==> config.mk <==
export PLATFORM = sky130hd
export DESIGN_NAME = ethernet_ip_l4_header_classifier_unit
export DESIGN_NICKNAME = d
export VERILOG_FILES = /design/src/sv/ehc_pkg.sv /design/src/sv/ethernet_ip_l4_header_classifier_unit.sv /design/src/sv/ehc_capture.sv /design/src/sv/ehc_classify.sv
export SDC_FILE = /design/constraint.sdc
export NUM_CORES = 1
export LEC_CHECK = 0
export CAP_MARGIN = 20
export CELL_PAD_IN_SITES_DETAIL_PLACEMENT = 1
export CELL_PAD_IN_SITES_GLOBAL_PLACEMENT = 2
export CORE_UTILIZATION = 44
export CTS_BUF_LIST = sky130_fd_sc_hd__clkbuf_4 sky130_fd_sc_hd__clkbuf_8
export CTS_CLUSTER_DIAMETER = 60
export DETAILED_ROUTE_END_ITERATION = 7
export DONT_BUFFER_PORTS = 1
export GPL_TIMING_DRIVEN = 0
export PLACE_DENSITY_LB_ADDON = 0.1
export SETUP_SLACK_MARGIN = 0.05
export SLEW_MARGIN = 30
export SYNTH_ARGS = -nofsm -noshare
export SYNTH_HDL_FRONTEND = slang
export SYNTH_SLANG_ARGS = --single-unit
==> constraint.sdc <==
create_clock -name clock -period 18.5 [get_ports clock]
set_input_delay 0.925 -clock clock [delete_from_list [all_inputs] [get_ports clock]]
set_output_delay 0.925 -clock clock [all_outputs]
set_load 0.02 [all_outputs]
==> src/sv/ehc_pkg.sv <==
// Shared constants, codes and types of the Ethernet/IP/L4 header classifier.
`timescale 1ns / 1ps
`default_nettype none

package ehc_pkg;

   // Frame length counter saturates at MAX_FRAME_BYTES, so it must hold that value.
   localparam int MAX_FRAME_BYTES = 16384;
   localparam int IDX_W           = $clog2(MAX_FRAME_BYTES + 1);
   localparam int SIZE_W          = 14;
   localparam int OFF_W           = 8;
   localparam int HDR_W           = 6;
   localparam int BYTE_W          = 8;
   localparam int ETYPE_W         = 16;
   localparam int RSP_W           = 32;

   // EtherTypes and IP protocol numbers
   localparam logic [ETYPE_W-1:0] ETYPE_IPV4   = 16'h0800;
   localparam logic [ETYPE_W-1:0] ETYPE_IPV6   = 16'h86DD;
   localparam logic [BYTE_W-1:0]  PROTO_ICMP   = 8'd1;
   localparam logic [BYTE_W-1:0]  PROTO_TCP    = 8'd6;
   localparam logic [BYTE_W-1:0]  PROTO_UDP    = 8'd17;
   localparam logic [BYTE_W-1:0]  PROTO_ICMPV6 = 8'd58;

   // Byte positions within the frame
   localparam logic [IDX_W-1:0] POS_ETYPE_HI  = IDX_W'(12);
   localparam logic [IDX_W-1:0] POS_ETYPE_LO  = IDX_W'(13);
   localparam logic [IDX_W-1:0] POS_IHL       = IDX_W'(14);
   localparam logic [IDX_W-1:0] POS_V4_PROTO  = IDX_W'(23);
   localparam logic [IDX_W-1:0] POS_V6_PROTO  = IDX_W'(20);
   localparam logic [IDX_W-1:0] POS_V4_DOFF   = IDX_W'(26);
   localparam logic [IDX_W-1:0] POS_V6_DOFF   = IDX_W'(66);

   // Header lengths
   localparam logic [OFF_W-1:0] ETH_HDR       = OFF_W'(14);
   localparam logic [OFF_W-1:0] IP6_HDR       = OFF_W'(40);
   localparam logic [OFF_W-1:0] SMALL_L4_HDR  = OFF_W'(8);
   localparam logic [OFF_W-1:0] TCP_DOFF_REL  = OFF_W'(12);
   localparam logic [SIZE_W-1:0] SIZE_MAX     = {SIZE_W{1'b1}};

   typedef enum logic [1:0] {
      NET_OTHER = 2'd0,
      NET_IPV4  = 2'd1,
      NET_IPV6  = 2'd2,
      NET_EXTRA = 2'd3
   } net_kind_type;

   typedef enum logic [2:0] {
      TRANSPORT_NONE   = 3'd0,
      TRANSPORT_TCP    = 3'd1,
      TRANSPORT_UDP    = 3'd2,
      TRANSPORT_ICMP   = 3'd3,
      TRANSPORT_ICMPV6 = 3'd4
   } transport_kind_type;

   // Per-frame captured state
   typedef struct packed {
      logic [IDX_W-1:0]   byte_index;
      logic [ETYPE_W-1:0] ether_type_seen;
      logic [HDR_W-1:0]   ip_header_bytes;
      logic [BYTE_W-1:0]  next_protocol;
      logic [HDR_W-1:0]   tcp_header_bytes;
   } frame_state_type;

   // Result item, last field in the lowest bits
   typedef struct packed {
      logic [RSP_W-SIZE_W-OFF_W-7:0] pad;
      logic                          headers_truncated;
      logic [SIZE_W-1:0]             payload_size;
      logic [OFF_W-1:0]              payload_offset;
      transport_kind_type            transport_kind;
      net_kind_type                  net_kind;
   } result_type;

endpackage

`default_nettype wire

==> src/sv/ethernet_ip_l4_header_classifier_unit.sv <==
// A last byte passes the byte input register, then the result register.
// Throughput: one frame byte per cycle; the byte stage holds only while a
//   last byte waits behind an untaken result.
// The byte input register and the result register bracket one level of capture
//   and classification logic.
// Reset (synchronous, active high) clears frame state, the valid flags of both
//   stages and the extra EtherType register to 0.
`timescale 1ns / 1ps
`default_nettype none

module ethernet_ip_l4_header_classifier_unit (
   input  wire logic        clock,
   input  wire logic        reset,
   input  wire logic        req_tvalid,
   output wire logic        req_tready,
   input  wire logic [7:0]  req_tdata,   // [7:0] frame_byte
   input  wire logic        req_tlast,   // frame_end
   output wire logic        rsp_tvalid,
   input  wire logic        rsp_tready,
   output wire logic [31:0] rsp_tdata,   // [1:0] net_kind, [4:2] transport_kind,
                                         // [12:5] payload_offset, [26:13] payload_size,
                                         // [27] headers_truncated, [31:28] zero
   input  wire logic        csr_we,
   input  wire logic [15:0] csr_wdata    // extra_ether_type
);
   import ehc_pkg::*;

   logic               in_valid_ff, in_valid_in;
   logic [BYTE_W-1:0]  in_byte_ff;
   logic               in_last_ff;
   logic [ETYPE_W-1:0] cfg_ff;
   logic               rsp_valid_ff, rsp_valid_in;
   result_type         rsp_data_ff;
   result_type         result;
   frame_state_type    upd;
   logic               advance;
   logic               accept;
   logic               rsp_load;

   // A byte moves on unless it is a last byte facing a stalled result
   assign advance    = in_valid_ff && (!in_last_ff || !rsp_valid_ff || rsp_tready);
   assign req_tready = !in_valid_ff || advance;
   assign accept     = req_tvalid && req_tready;
   assign rsp_load   = advance && in_last_ff;

   assign in_valid_in  = accept || (in_valid_ff && !advance);
   assign rsp_valid_in = rsp_load || (rsp_valid_ff && !rsp_tready);

   ehc_capture u_capture (
      .clock      (clock),
      .reset      (reset),
      .advance    (advance),
      .frame_byte (in_byte_ff),
      .frame_end  (in_last_ff),
      .upd        (upd)
   );

   ehc_classify u_classify (
      .st               (upd),
      .extra_ether_type (cfg_ff),
      .result           (result)
   );

   // Control registers
   always_ff @(posedge clock) begin
      if (reset) begin
         in_valid_ff  <= 1'b0;
         rsp_valid_ff <= 1'b0;
         cfg_ff       <= '0;
      end else begin
         in_valid_ff  <= in_valid_in;
         rsp_valid_ff <= rsp_valid_in;
         if (csr_we) begin
            cfg_ff <= csr_wdata;
         end
      end
   end

   // Payload registers
   always_ff @(posedge clock) begin
      if (accept) begin
         in_byte_ff <= req_tdata;
         in_last_ff <= req_tlast;
      end
      if (rsp_load) begin
         rsp_data_ff <= result;
      end
   end

   assign rsp_tvalid = rsp_valid_ff;
   assign rsp_tdata  = rsp_data_ff;

endmodule

`default_nettype wire

==> src/sv/ehc_capture.sv <==
// Frame byte counter and header field capture for the header classifier.
`timescale 1ns / 1ps
`default_nettype none

module ehc_capture (
   input  wire logic                    clock,
   input  wire logic                    reset,
   input  wire logic                    advance,
   input  wire logic [7:0]              frame_byte,
   input  wire logic                    frame_end,
   output ehc_pkg::frame_state_type     upd
);
   import ehc_pkg::*;

   frame_state_type state_ff;
   frame_state_type state_in;
   logic [IDX_W-1:0] pos;
   logic             pos_ok;
   logic             v4_body;
   logic             v6_body;

   assign pos     = state_ff.byte_index;
   assign pos_ok  = (pos < IDX_W'(MAX_FRAME_BYTES));
   assign v4_body = (state_ff.ether_type_seen == ETYPE_IPV4) && (pos >= POS_IHL);
   assign v6_body = (state_ff.ether_type_seen == ETYPE_IPV6) && (pos >= POS_IHL);

   // Apply this byte to the captured fields; the count holds once saturated
   always_comb begin
      upd = state_ff;
      if (pos_ok) begin
         if (pos == POS_ETYPE_HI) begin
            upd.ether_type_seen[15:8] = frame_byte;
         end
         if (pos == POS_ETYPE_LO) begin
            upd.ether_type_seen[7:0] = frame_byte;
         end
         if (pos == POS_IHL) begin
            upd.ip_header_bytes = {frame_byte[3:0], 2'b00};
         end
         if (v4_body) begin
            if (pos == POS_V4_PROTO) begin
               upd.next_protocol = frame_byte;
            end
            if (pos == POS_V4_DOFF + IDX_W'(state_ff.ip_header_bytes)) begin
               upd.tcp_header_bytes = {frame_byte[7:4], 2'b00};
            end
         end
         if (v6_body) begin
            if (pos == POS_V6_PROTO) begin
               upd.next_protocol = frame_byte;
            end
            if (pos == POS_V6_DOFF) begin
               upd.tcp_header_bytes = {frame_byte[7:4], 2'b00};
            end
         end
         upd.byte_index = pos + IDX_W'(1);
      end
   end

   // Advance on each byte; clear after the last byte of a frame
   always_comb begin
      state_in = state_ff;
      if (advance) begin
         state_in = frame_end ? '0 : upd;
      end
   end

   always_ff @(posedge clock) begin
      if (reset) begin
         state_ff <= '0;
      end else begin
         state_ff <= state_in;
      end
   end

endmodule

`default_nettype wire

==> src/sv/ehc_classify.sv <==
// Frame classification from captured header fields at the end of a frame.
`timescale 1ns / 1ps
`default_nettype none

module ehc_classify (
   input  wire ehc_pkg::frame_state_type  st,
   input  wire logic [15:0]               extra_ether_type,
   output ehc_pkg::result_type            result
);
   import ehc_pkg::*;

   logic [IDX_W-1:0]  len;
   logic              is_ip;
   logic [OFF_W-1:0]  netend;
   logic [IDX_W-1:0]  protopos;
   logic [OFF_W-1:0]  hend;
   logic              known;
   logic              trunc;

   // Payload size for a header end at or below len, clipped to the field range
   function automatic logic [SIZE_W-1:0] sat_size(input logic [IDX_W-1:0] n,
                                                  input logic [OFF_W-1:0] hdr);
      logic [IDX_W-1:0] diff;
      diff = n - IDX_W'(hdr);
      if (diff > IDX_W'(SIZE_MAX)) begin
         return SIZE_MAX;
      end
      return diff[SIZE_W-1:0];
   endfunction

   assign len = st.byte_index;

   always_comb begin
      result   = '0;
      is_ip    = 1'b0;
      netend   = '0;
      protopos = '0;
      hend     = '0;
      known    = 1'b0;
      trunc    = 1'b0;

      // Network layer: IPv4 and IPv6 win over an equal extra EtherType
      priority if (len < IDX_W'(ETH_HDR)) begin
         trunc = 1'b1;
      end else if (st.ether_type_seen == ETYPE_IPV4) begin
         result.net_kind = NET_IPV4;
         is_ip    = 1'b1;
         netend   = ETH_HDR + OFF_W'(st.ip_header_bytes);
         protopos = POS_V4_PROTO;
      end else if (st.ether_type_seen == ETYPE_IPV6) begin
         result.net_kind = NET_IPV6;
         is_ip    = 1'b1;
         netend   = ETH_HDR + IP6_HDR;
         protopos = POS_V6_PROTO;
      end else if (st.ether_type_seen == extra_ether_type) begin
         result.net_kind       = NET_EXTRA;
         result.payload_offset = ETH_HDR;
         result.payload_size   = sat_size(len, ETH_HDR);
      end else begin
         result.net_kind = NET_OTHER;
      end

      // Transport layer under IP
      if (is_ip) begin
         if (len <= protopos) begin
            trunc = 1'b1;
         end else begin
            priority if (st.next_protocol == PROTO_TCP) begin
               result.transport_kind = TRANSPORT_TCP;
               known = 1'b1;
               hend  = netend + OFF_W'(st.tcp_header_bytes);
               if (len <= IDX_W'(netend + TCP_DOFF_REL)) begin
                  trunc = 1'b1;
               end
            end else if (st.next_protocol == PROTO_UDP) begin
               result.transport_kind = TRANSPORT_UDP;
               known = 1'b1;
               hend  = netend + SMALL_L4_HDR;
            end else if (st.next_protocol == PROTO_ICMP &&
                         result.net_kind == NET_IPV4) begin
               result.transport_kind = TRANSPORT_ICMP;
               known = 1'b1;
               hend  = netend + SMALL_L4_HDR;
            end else if (st.next_protocol == PROTO_ICMPV6 &&
                         result.net_kind == NET_IPV6) begin
               result.transport_kind = TRANSPORT_ICMPV6;
               known = 1'b1;
               hend  = netend + SMALL_L4_HDR;
            end else begin
               if (len < IDX_W'(netend)) begin
                  trunc = 1'b1;
               end
            end
            if (known) begin
               result.payload_offset = hend;
               if (len < IDX_W'(hend)) begin
                  trunc = 1'b1;
               end
               if (!trunc) begin
                  result.payload_size = sat_size(len, hend);
               end
            end
         end
      end

      result.headers_truncated = trunc;
   end

endmodule

`default_nettype wire

# Word-level counts from Yosys, hierarchy flattened
# Index checks and enable logic that the tools add are counted.
# totals
inputBits,30
word_cells,151
out_inout_bits,34
register_bits,106
# op_classes
n_eq_ne,18
reduce_logical,22
n_lt_le_gt_ge,9
n_addsub,8
bitwise_logic,1
mux,76
# op_table
op,n
2-to-1 mux 22 bit,5
2-to-1 mux 51 bit,2
2-to-1 mux 14 bit,7
2-to-1 mux 8 bit,12
2-to-1 mux 25 bit,2
"== test 15 x 4 -> 1 bit, second input constant",3
2-to-1 mux 1 bit,33
"== test 16 x 12 -> 1 bit, second input constant",2
"== test 16 bit, second input constant",2
"== test 15 x 5 -> 1 bit, second input constant",2
"greater-than comparator 15 x 14 -> 1 bit, second input constant",2
less-or-equal comparator 15 bit,2
less-than comparator 15 x 8 -> 1 bit,2
2-to-1 mux 15 bit,2
2-to-1 mux 6 bit,4
== test 16 bit,1
"adder 15 x 1 -> 15 bit, second input constant",1
== test 15 bit,1
"== test 15 x 7 -> 1 bit, second input constant",1
">= comparator 15 x 4 -> 1 bit, second input constant",1
"less-than comparator 15 bit, second input constant",1
"less-than comparator 15 x 4 -> 1 bit, second input constant",1
"subtractor 15 x 4 -> 15 bit, second input constant",1
subtractor 15 x 8 -> 15 bit,1
other kinds (21),43

# Logic depth before layout (Yosys ltp)
# Gate-level depths: netlist of the first run.
# depth
word_depth,34
depth_mapped,31

# By module
# Synthesis of the first run repeated with hierarchy kept, for this count alone.
# unflattened
hier_cells,824
hier_area_um2,7533.5
# modules_own_cells
mod,n_inst,cells_per_inst,area_each_um2
ehc_capture,1,336,2929.1
ehc_classify,1,383,2695.1
ethernet_ip_l4_header_classifier_unit,1,105,1909.3

# Least setup slack after synthesis of the first run
# OpenSTA, ideal clock, no wires.
# synth_path
path_type,register -> register
startpoint,register u_capture.state_ff (netlist bit u_capture.pos[1])
endpoint,"register rsp_data_ff (netlist bit rsp_tdata[25]), data pin"
t_arrival_ns,6.259
setup_time_ns,0.272
path_buffers,3
synth_period_minus_slack_ns,6.530
slack_ns,11.970
path_stages_with_launch,29
cell_sequence,dfxtp_1 > clkbuf_1 > inv_1 > ha_1 > mux2i_1 > inv_1 > ha_1 > a21oi_1 > o21ai_1 > or3_1 > nand2_1 > inv_1 > and3_1 > ha_1 > fa_1 > a22oi_1 > ha_1 > nor2b_1 > o21ai_0 > a21boi_0 > o21ai_0 > nand2b_1 > buf_1 > nor4bb_1 > o31a_1 > a2bb2oi_1 > o21ai_1 > clkbuf_1 > o22ai_1
# synth_rtl
item,line,rtl
"start, declared",ehc_capture.sv:15,frame_state_type state_ff;
"start signal, assigned",ehc_capture.sv:72,state_ff <= state_in;
"end signal, assigned",ethernet_ip_l4_header_classifier_unit.sv:86,rsp_data_ff <= result;
"end, declared",ethernet_ip_l4_header_classifier_unit.sv:33,result_type rsp_data_ff;

==> impl_metrics.ini, run 1 <==
[setup_path]
slowest_delay_ns = 0.55
cpMostUsedCell = ha_1
arrival_ns = 8.71
r2r_end = rsp_tdata[16]
worst_ep_required_time_ns = 18.63
crit_slowest_cell = mux2i_1
r2r_cells = 28
startpoint_type = flop
r2r_setup_slack_ns = 9.92
worstPathMaxFanout = 10
crit_path_end_kind = flop
timing.rr.start = u_capture.pos[1]
crit_type = reg -> reg

[power_and_ir_drop]
intPower_mw = 0.3097
switching_share_pct = 29.58
pwr-share-seq_pct = 56.8
ir_drop_v = 0.00005425
power.density_nw_per_um2 = 51.44
combPwrFrac_pct = 7.8
p_total_mw = 0.4398
p_leak_nw = 3.208
p_sw_mw = 0.1301
power_frac_clock_pct = 35.4

[finish]
stdcell_area_sq_um = 8551
nets = 1056
fin_util_pct = 47.76
synthToLayoutAreaGrowth_pct = 6.565
drive_above_1_share_pct = 7.085
fillers = 2208
n_antenna_cell = 0
final_cell_count_no_fill = 1217

[timing]
hold_viol_final = 0
fin_ws_ns = 9.921
final-setup-viol-count = 0
final.period_utilization_pct = 46.37
finalSetupTns_ns = 0
hold_ws_ns = 0.5240
worst_slew_pin_slew_ns = 1.041
period_minus_slack_ns = 8.579
slew_viol_final = 0
rsz0062_at_grt = false
clock.fmax_mhz = 116.6
max_slew_margin_pct = 30.61
skew_ns = 0.02711

[drt]
routedWlPerCell_microns = 22.06
dr_total_vias = 7459
drtPass1Iterations = 5
drc = 0
totalWireLength_microns = 26840
drt_iter0_drc = 516
drt-vias-per-instance = 6.129
drtAntennaViolNets = 0

[global_route]
grt-busiest-layer = met2
track_usage_pct = 29.40
grt_pass1_vias = 7334
antenna_found_initial = 0
grt_max_degree = 30
overflow = 0
use_met3_pct = 3.926
grt_pass1_wl_microns = 41520
grtUsageMet2_pct = 47.36
grt_util_met1_pct = 40.34

[run]
max_cap_violations = 0

[cts]
cts_buffers = 9
cts_setup_buffers = 0
clkLatencyLatePin_ns = 0.41
cts.sinks = 106
clockBufferDepth = 2
cts_hold_buffers = 0
clockRootBuffer = clkbuf_8
cts_tree = done
cts_max_level = 3
cts_resized = 0
clkTransAtPathRegs_ns = 0.13

[logic_synthesis]
synth_ff_type = dfxtp_1
synth_edf_count = 37
postSynthCellCount = 969
async_flop_share_pct = 0
synth.largest_area_cell = dfxtp_1
ys_types = 75
synth_area_leaders = dfxtp_1 (17%), edfxtp_1 (14%), nor2_1 (6.6%), ha_1 (6.4%), xnor2_1 (4.9%)
avgSynthCellArea_sq_um = 8.281
syn_area_sq_um = 8024
ys_seq_area_share_pct = 31.06
synth-seq-cells = 106
yosys_warnings = 0
synth_top_area_share_pct = 17.22

[placement]
dp_hpwl_microns = 20890
io_buffers = 0
post_dp_cell_area_sq_um = 8348
gp_congestion = 0.8767
numPlacedInstances = 1201
place_ws_ns = 10.04

[floorplanning]
die_h_microns = 137.0
fp.dieArea_sq_um = 18780
start_util_pct = 44.82
fp-row-count = 49
core-area_sq_um = 17900
die_x_microns = 137.0
top_level_ports = 64

[worst_hold_path]
hp-class = reg -> reg
min_from = u_capture.state_ff[2]
hold_end = u_capture.state_ff[2]
hold_depth = 2

[outcome]
status = completed
## placed cells by master (no fill, tap or decap), types with 8 or more instances in the layout
cell      synthesis  routed
or4_1             8       8
clkbuf_1         38      38
o21ai_0          34      34
xnor2_1          45      44
o21a_1           10      10
nand4b_1          9       9
dfxtp_1          69      69
inv_1            37      37
nor4_1           15      14
clkbuf_8          0       9
mux2i_1          39      39
nand2_1          49      49
a22oi_1          39      39
nand2b_1         10      10
edfxtp_1         37      37
nor2b_1          15      15
xor2_1           16      16
or2_2             9       9
nor3_1           28      27
ha_1             41      41
and2_1           10      10
a21oi_1          51      51
nand3_1          25      25
buf_2            10      10
nor2_1          141     141
nand4_1          16      16
o22ai_1          11      11
## metal layers
metal  up-vias  routed length (microns)  share of wire (%)
met3        42                      976                3.6
met2       177                    12180                 45
li1       3586                        -                  -
met1      3654                    13030                 49
met4         0                      655                2.4
met5         -                        0                  0
## synthesized netlist by cell type (all sizes together) (7+ instances only)
master  count
nor3b       7
nor2b      15
nand4b      9
nand4      16
mux2        7
nor4       21
buf        22
o22ai      12
nand2      49
or4        10
edfxtp     37
xor2       16
inv        38
a211oi      8
o31ai       7
xnor2      45
a22oi      39
dfxtp      69
o21a       10
nor3       29
and2       10
a31oi       8
a21boi      7
or2         9
mux2i      39
clkbuf     38
a21oi      51
nand3      25
ha         41
o21ai      40
nand2b     10
nor2      141
or3         7
## worst max-delay path: cells and delay by family, from the launching register on
family,cells,cell delay [ns]
AOI/OAI and AO/OA,12,3.35
DFF,1,0.39
muxes,1,0.55
adders and majority gates,4,1.25
and+or+nand+nor,5,1.11
buffers and inverters,5,1.47
xor gates and xnor gates,1,0.20
## power groups by stage
stage                     logic (mW)  clock network [mW]  registers, mW
after floorplan               0.0236                   0          0.254
after global placement        0.0335                   0          0.255
after detailed placement      0.0340                   0          0.255
after CTS                     0.0342               0.158          0.250
after global routing          0.0377               0.165          0.251
final                         0.0344               0.156          0.250
## layout make-up
| cell class | count | area [sq um] | share of cell area, % |
|---|---|---|---|
| Clock inverter | 7 | 78.83 | 0.9219 |
| Sequential cell | 106 | 2492 | 29.15 |
| Inverter | 38 | 142.6 | 1.668 |
| Clock buffer | 9 | 123.9 | 1.449 |
| Multi-Input combinational cell | 768 | 5162 | 60.37 |
| Tap cell | 229 | 286.5 | 3.351 |
| Buffer | 60 | 264.0 | 3.088 |
## cells by family (layout without fill, tap and decap cells)
group,Yosys count,after routing,share of synthesized area (%)
simple gates,381,381,24.87
compound gates,233,233,19.55
buf+inv,98,114,5.068
xor+xnor,61,61,6.658
fa+ha+maj,43,43,6.892
flops,106,106,31.06
mux,46,46,5.847
other cells,1,4,0.04674
## how the worst max path moves through the flow
stage                                start  cells after the start            end  slack, ns
final                     u_capture.pos[1]                     28  rsp_tdata[16]       9.92
after CTS                 u_capture.pos[1]                     28  rsp_tdata[16]      10.00
after global routing      u_capture.pos[1]                     29  rsp_tdata[18]       9.38
after floorplan           u_capture.pos[1]                     28  rsp_tdata[25]      11.97
after detailed placement  u_capture.pos[1]                     28  rsp_tdata[16]      10.04
after global placement    u_capture.pos[1]                     27  rsp_tdata[18]      10.03
## registers in the layout, indices dropped and copies added (netlist names)
register and cells:
u_capture.pos 15, in_byte_ff 8, rsp_tvalid 1, u_capture.state_ff 36, in_last_ff 1, in_valid_ff 1, cfg_ff 16, rsp_tdata 28
No activity file was read; power rests on OpenSTA's default activity.
==> run 2, diff against run 1 <==
Settings changed: ABC_AREA set to 1, CORE_UTILIZATION 44 to 37.
Clock period 18.5 ns to 8.9 ns, I/O delays scaled along.
==> impl_metrics.ini, run 2 <==
[logic_synthesis]
ys_types = 55
yosys_warnings = 0
postSynthCellCount = 1247
yosysMostFrequentCell = nand2_1
synth_top_area_share_pct = 16.81
synth_area_leaders = dfxtp_1 (17%), nand2_1 (16%), edfxtp_1 (14%), inv_1 (7.3%), nor2_1 (6.6%)
synth_edf_count = 37
synth-seq-cells = 106
synth.largest_area_cell = dfxtp_1
synth_ff_type = dfxtp_1
async_flop_share_pct = 0
avgSynthCellArea_sq_um = 6.589
syn_area_sq_um = 8217
synth_commonest_cells = nand2_1 (347), inv_1 (159), nor2_1 (144), nand3_1 (90), a21oi_1 (75)
ys_seq_area_share_pct = 30.33

[power_and_ir_drop]
p_total_mw = 0.8861
p_leak_nw = 4.235
power.density_nw_per_um2 = 101.2
ir_drop_v = 0.00006348

[setup_path]
r2r_end = rsp_tdata[25]
worst_ep_required_time_ns = 9.05
cpMostUsedCell = nand2_1
arrival_ns = 7.40
startpoint_type = flop
worstPathMaxFanout = 8
slowest_delay_ns = 0.72
crit_path_end_kind = flop
r2r_setup_slack_ns = 1.65
crit_slowest_cell = xor2_1
timing.rr.start = u_capture.pos[1]
crit_type = reg -> reg
r2r_cells = 33

[run]
max_cap_violations = 0

[global_route]
antenna_found_initial = 0
grt_pass1_vias = 7997
track_usage_pct = 25.20
grt_max_degree = 31
overflow = 0
grt_pass1_wl_microns = 43500

[timing]
slew_viol_final = 0
final.period_utilization_pct = 81.45
fin_ws_ns = 1.651
clock.fmax_mhz = 137.9
max_slew_margin_pct = 39.62
period_minus_slack_ns = 7.249
rsz0062_at_grt = false
skew_ns = 0.01883
final-setup-viol-count = 0
hold_viol_final = 0
worst_slew_pin_slew_ns = 0.9023
finalSetupTns_ns = 0

[drt]
dr_total_vias = 7959
drt-vias-per-instance = 5.148
drtPass1Iterations = 7
routedWlPerCell_microns = 17.64
drc = 0
totalWireLength_microns = 27270
drtAntennaViolNets = 0
drt_iter0_drc = 357

[worst_hold_path]
hold_depth = 0
hold_end = in_byte_ff[0]
hp-class = in -> reg
min_from = req_tdata[0]

[cts]
clockBufferDepth = 2
cts_resized = 0
clkLatencyLatePin_ns = 0.40
cts.sinks = 106
cts_hold_buffers = 0
clkTransAtPathRegs_ns = 0.11
clockRootBuffer = clkbuf_8
cts_setup_buffers = 0
cts_buffers = 9
cts_tree = done
cts_max_level = 3

[finish]
mostFrequentLayoutCell = nand2_1
top_register = u_capture.state_ff
n_antenna_cell = 0
fillers = 2878
synthToLayoutAreaGrowth_pct = 6.563
drive_above_1_share_pct = 8.057
fin_util_pct = 40.12
nets = 1334
final_cell_mix = nand2_1 (347), inv_1 (158), nor2_1 (144)
stdcell_area_sq_um = 8756
largest_reg_flops = 36

[placement]
gp_congestion = 0.8498
post_dp_cell_area_sq_um = 8582
dp_hpwl_microns = 22280
io_buffers = 0
place_ws_ns = 1.732

[floorplanning]
fp-row-count = 54
start_util_pct = 37.65
top_level_ports = 64
fp.dieArea_sq_um = 22810
die_x_microns = 151.0
core-area_sq_um = 21820
die_h_microns = 151.0

[outcome]
status = completed
-- run 2: changes by cell type after synthesis, sizes merged, moves of 25 or more --
cell,delta
inv,+132
nand3,+73
a21oi,+25
nand2,+320
xnor2,-41
a22oi,-38
mux2i,-39
-- run 2: worst max-delay path, delay by kind of cell, from the launching register on --
family                   cells  cell delay (ns)
flip-flops                   1             0.50
buffers and inverters        3             0.18
AND/OR/NAND/NOR             18             2.28
adder cells (fa/ha/maj)      4             1.39
XOR/XNOR                     1             0.72
AO/OA/AOI/OAI                7             1.93
-- run 2: worst max path at each step --
stage / end / slack, ns / from
floorplan: rsp_tdata[22] / 3.17 / u_capture.pos[0]
global placement: rsp_tdata[25] / 1.15 / u_capture.pos[0]
detailed placement: rsp_tdata[25] / 1.73 / u_capture.pos[1]
CTS: rsp_tdata[25] / 1.67 / u_capture.pos[1]
global route: rsp_tdata[25] / 0.95 / u_capture.pos[1]
finish: rsp_tdata[25] / 1.65 / u_capture.pos[1]
-- run 2: cells by family after synthesis --
| logic type | count (synthesis) | share of synthesized area (%) |
|---|---|---|
| compound gates | 161 | 10.83 |
| simple gates | 699 | 38.74 |
| xor+xnor | 29 | 3.091 |
| flops | 106 | 30.33 |
| buf+inv | 208 | 10.23 |
| other cells | 1 | 0.04564 |
| fa+ha+maj | 43 | 6.731 |
-- run 2: final cells by class --
class	instances	area, sq um	area share [%]
multi-input cells	936	4898	55.94
clock buffers	12	146.4	1.672
well taps	280	350.3	4.001
clock inverters	4	27.53	0.3144
plain buffers	36	195.2	2.229
inverters	172	645.6	7.374
flip-flops and latches	106	2492	28.47
-- run 2: stage by stage --
stage | hold slack [ns] | instances
2_1_floorplan | 0.4227 | 1250
3_3_place_gp | 0.4416 | 1530
3_5_place_dp | 0.4422 | 1530
4_1_cts | 0.1273 | 1546
5_1_grt | 0.1246 | 1546
6_report | 0.1400 | 1546
-- run 2: routing by layer --
metal | routed length (microns) | vias up | track usage [%]
met1 | 13080 | 3791 | 32.66
met2 | 13020 | 102 | 43.97
met4 | 660 | 0 | 7.900
met3 | 513 | 34 | 2.169
met5 | 0 | - | 0
li1 | - | 4032 | -
-- run 2: where the power goes --
| group | internal, mW | leakage [nW] | switching (mW) |
|---|---|---|---|
| Combinational | 0.0174 | 3.21 | 0.0452 |
| Sequential | 0.510 | 0.931 | 0.00951 |
| Clock | 0.113 | 0.0954 | 0.191 |
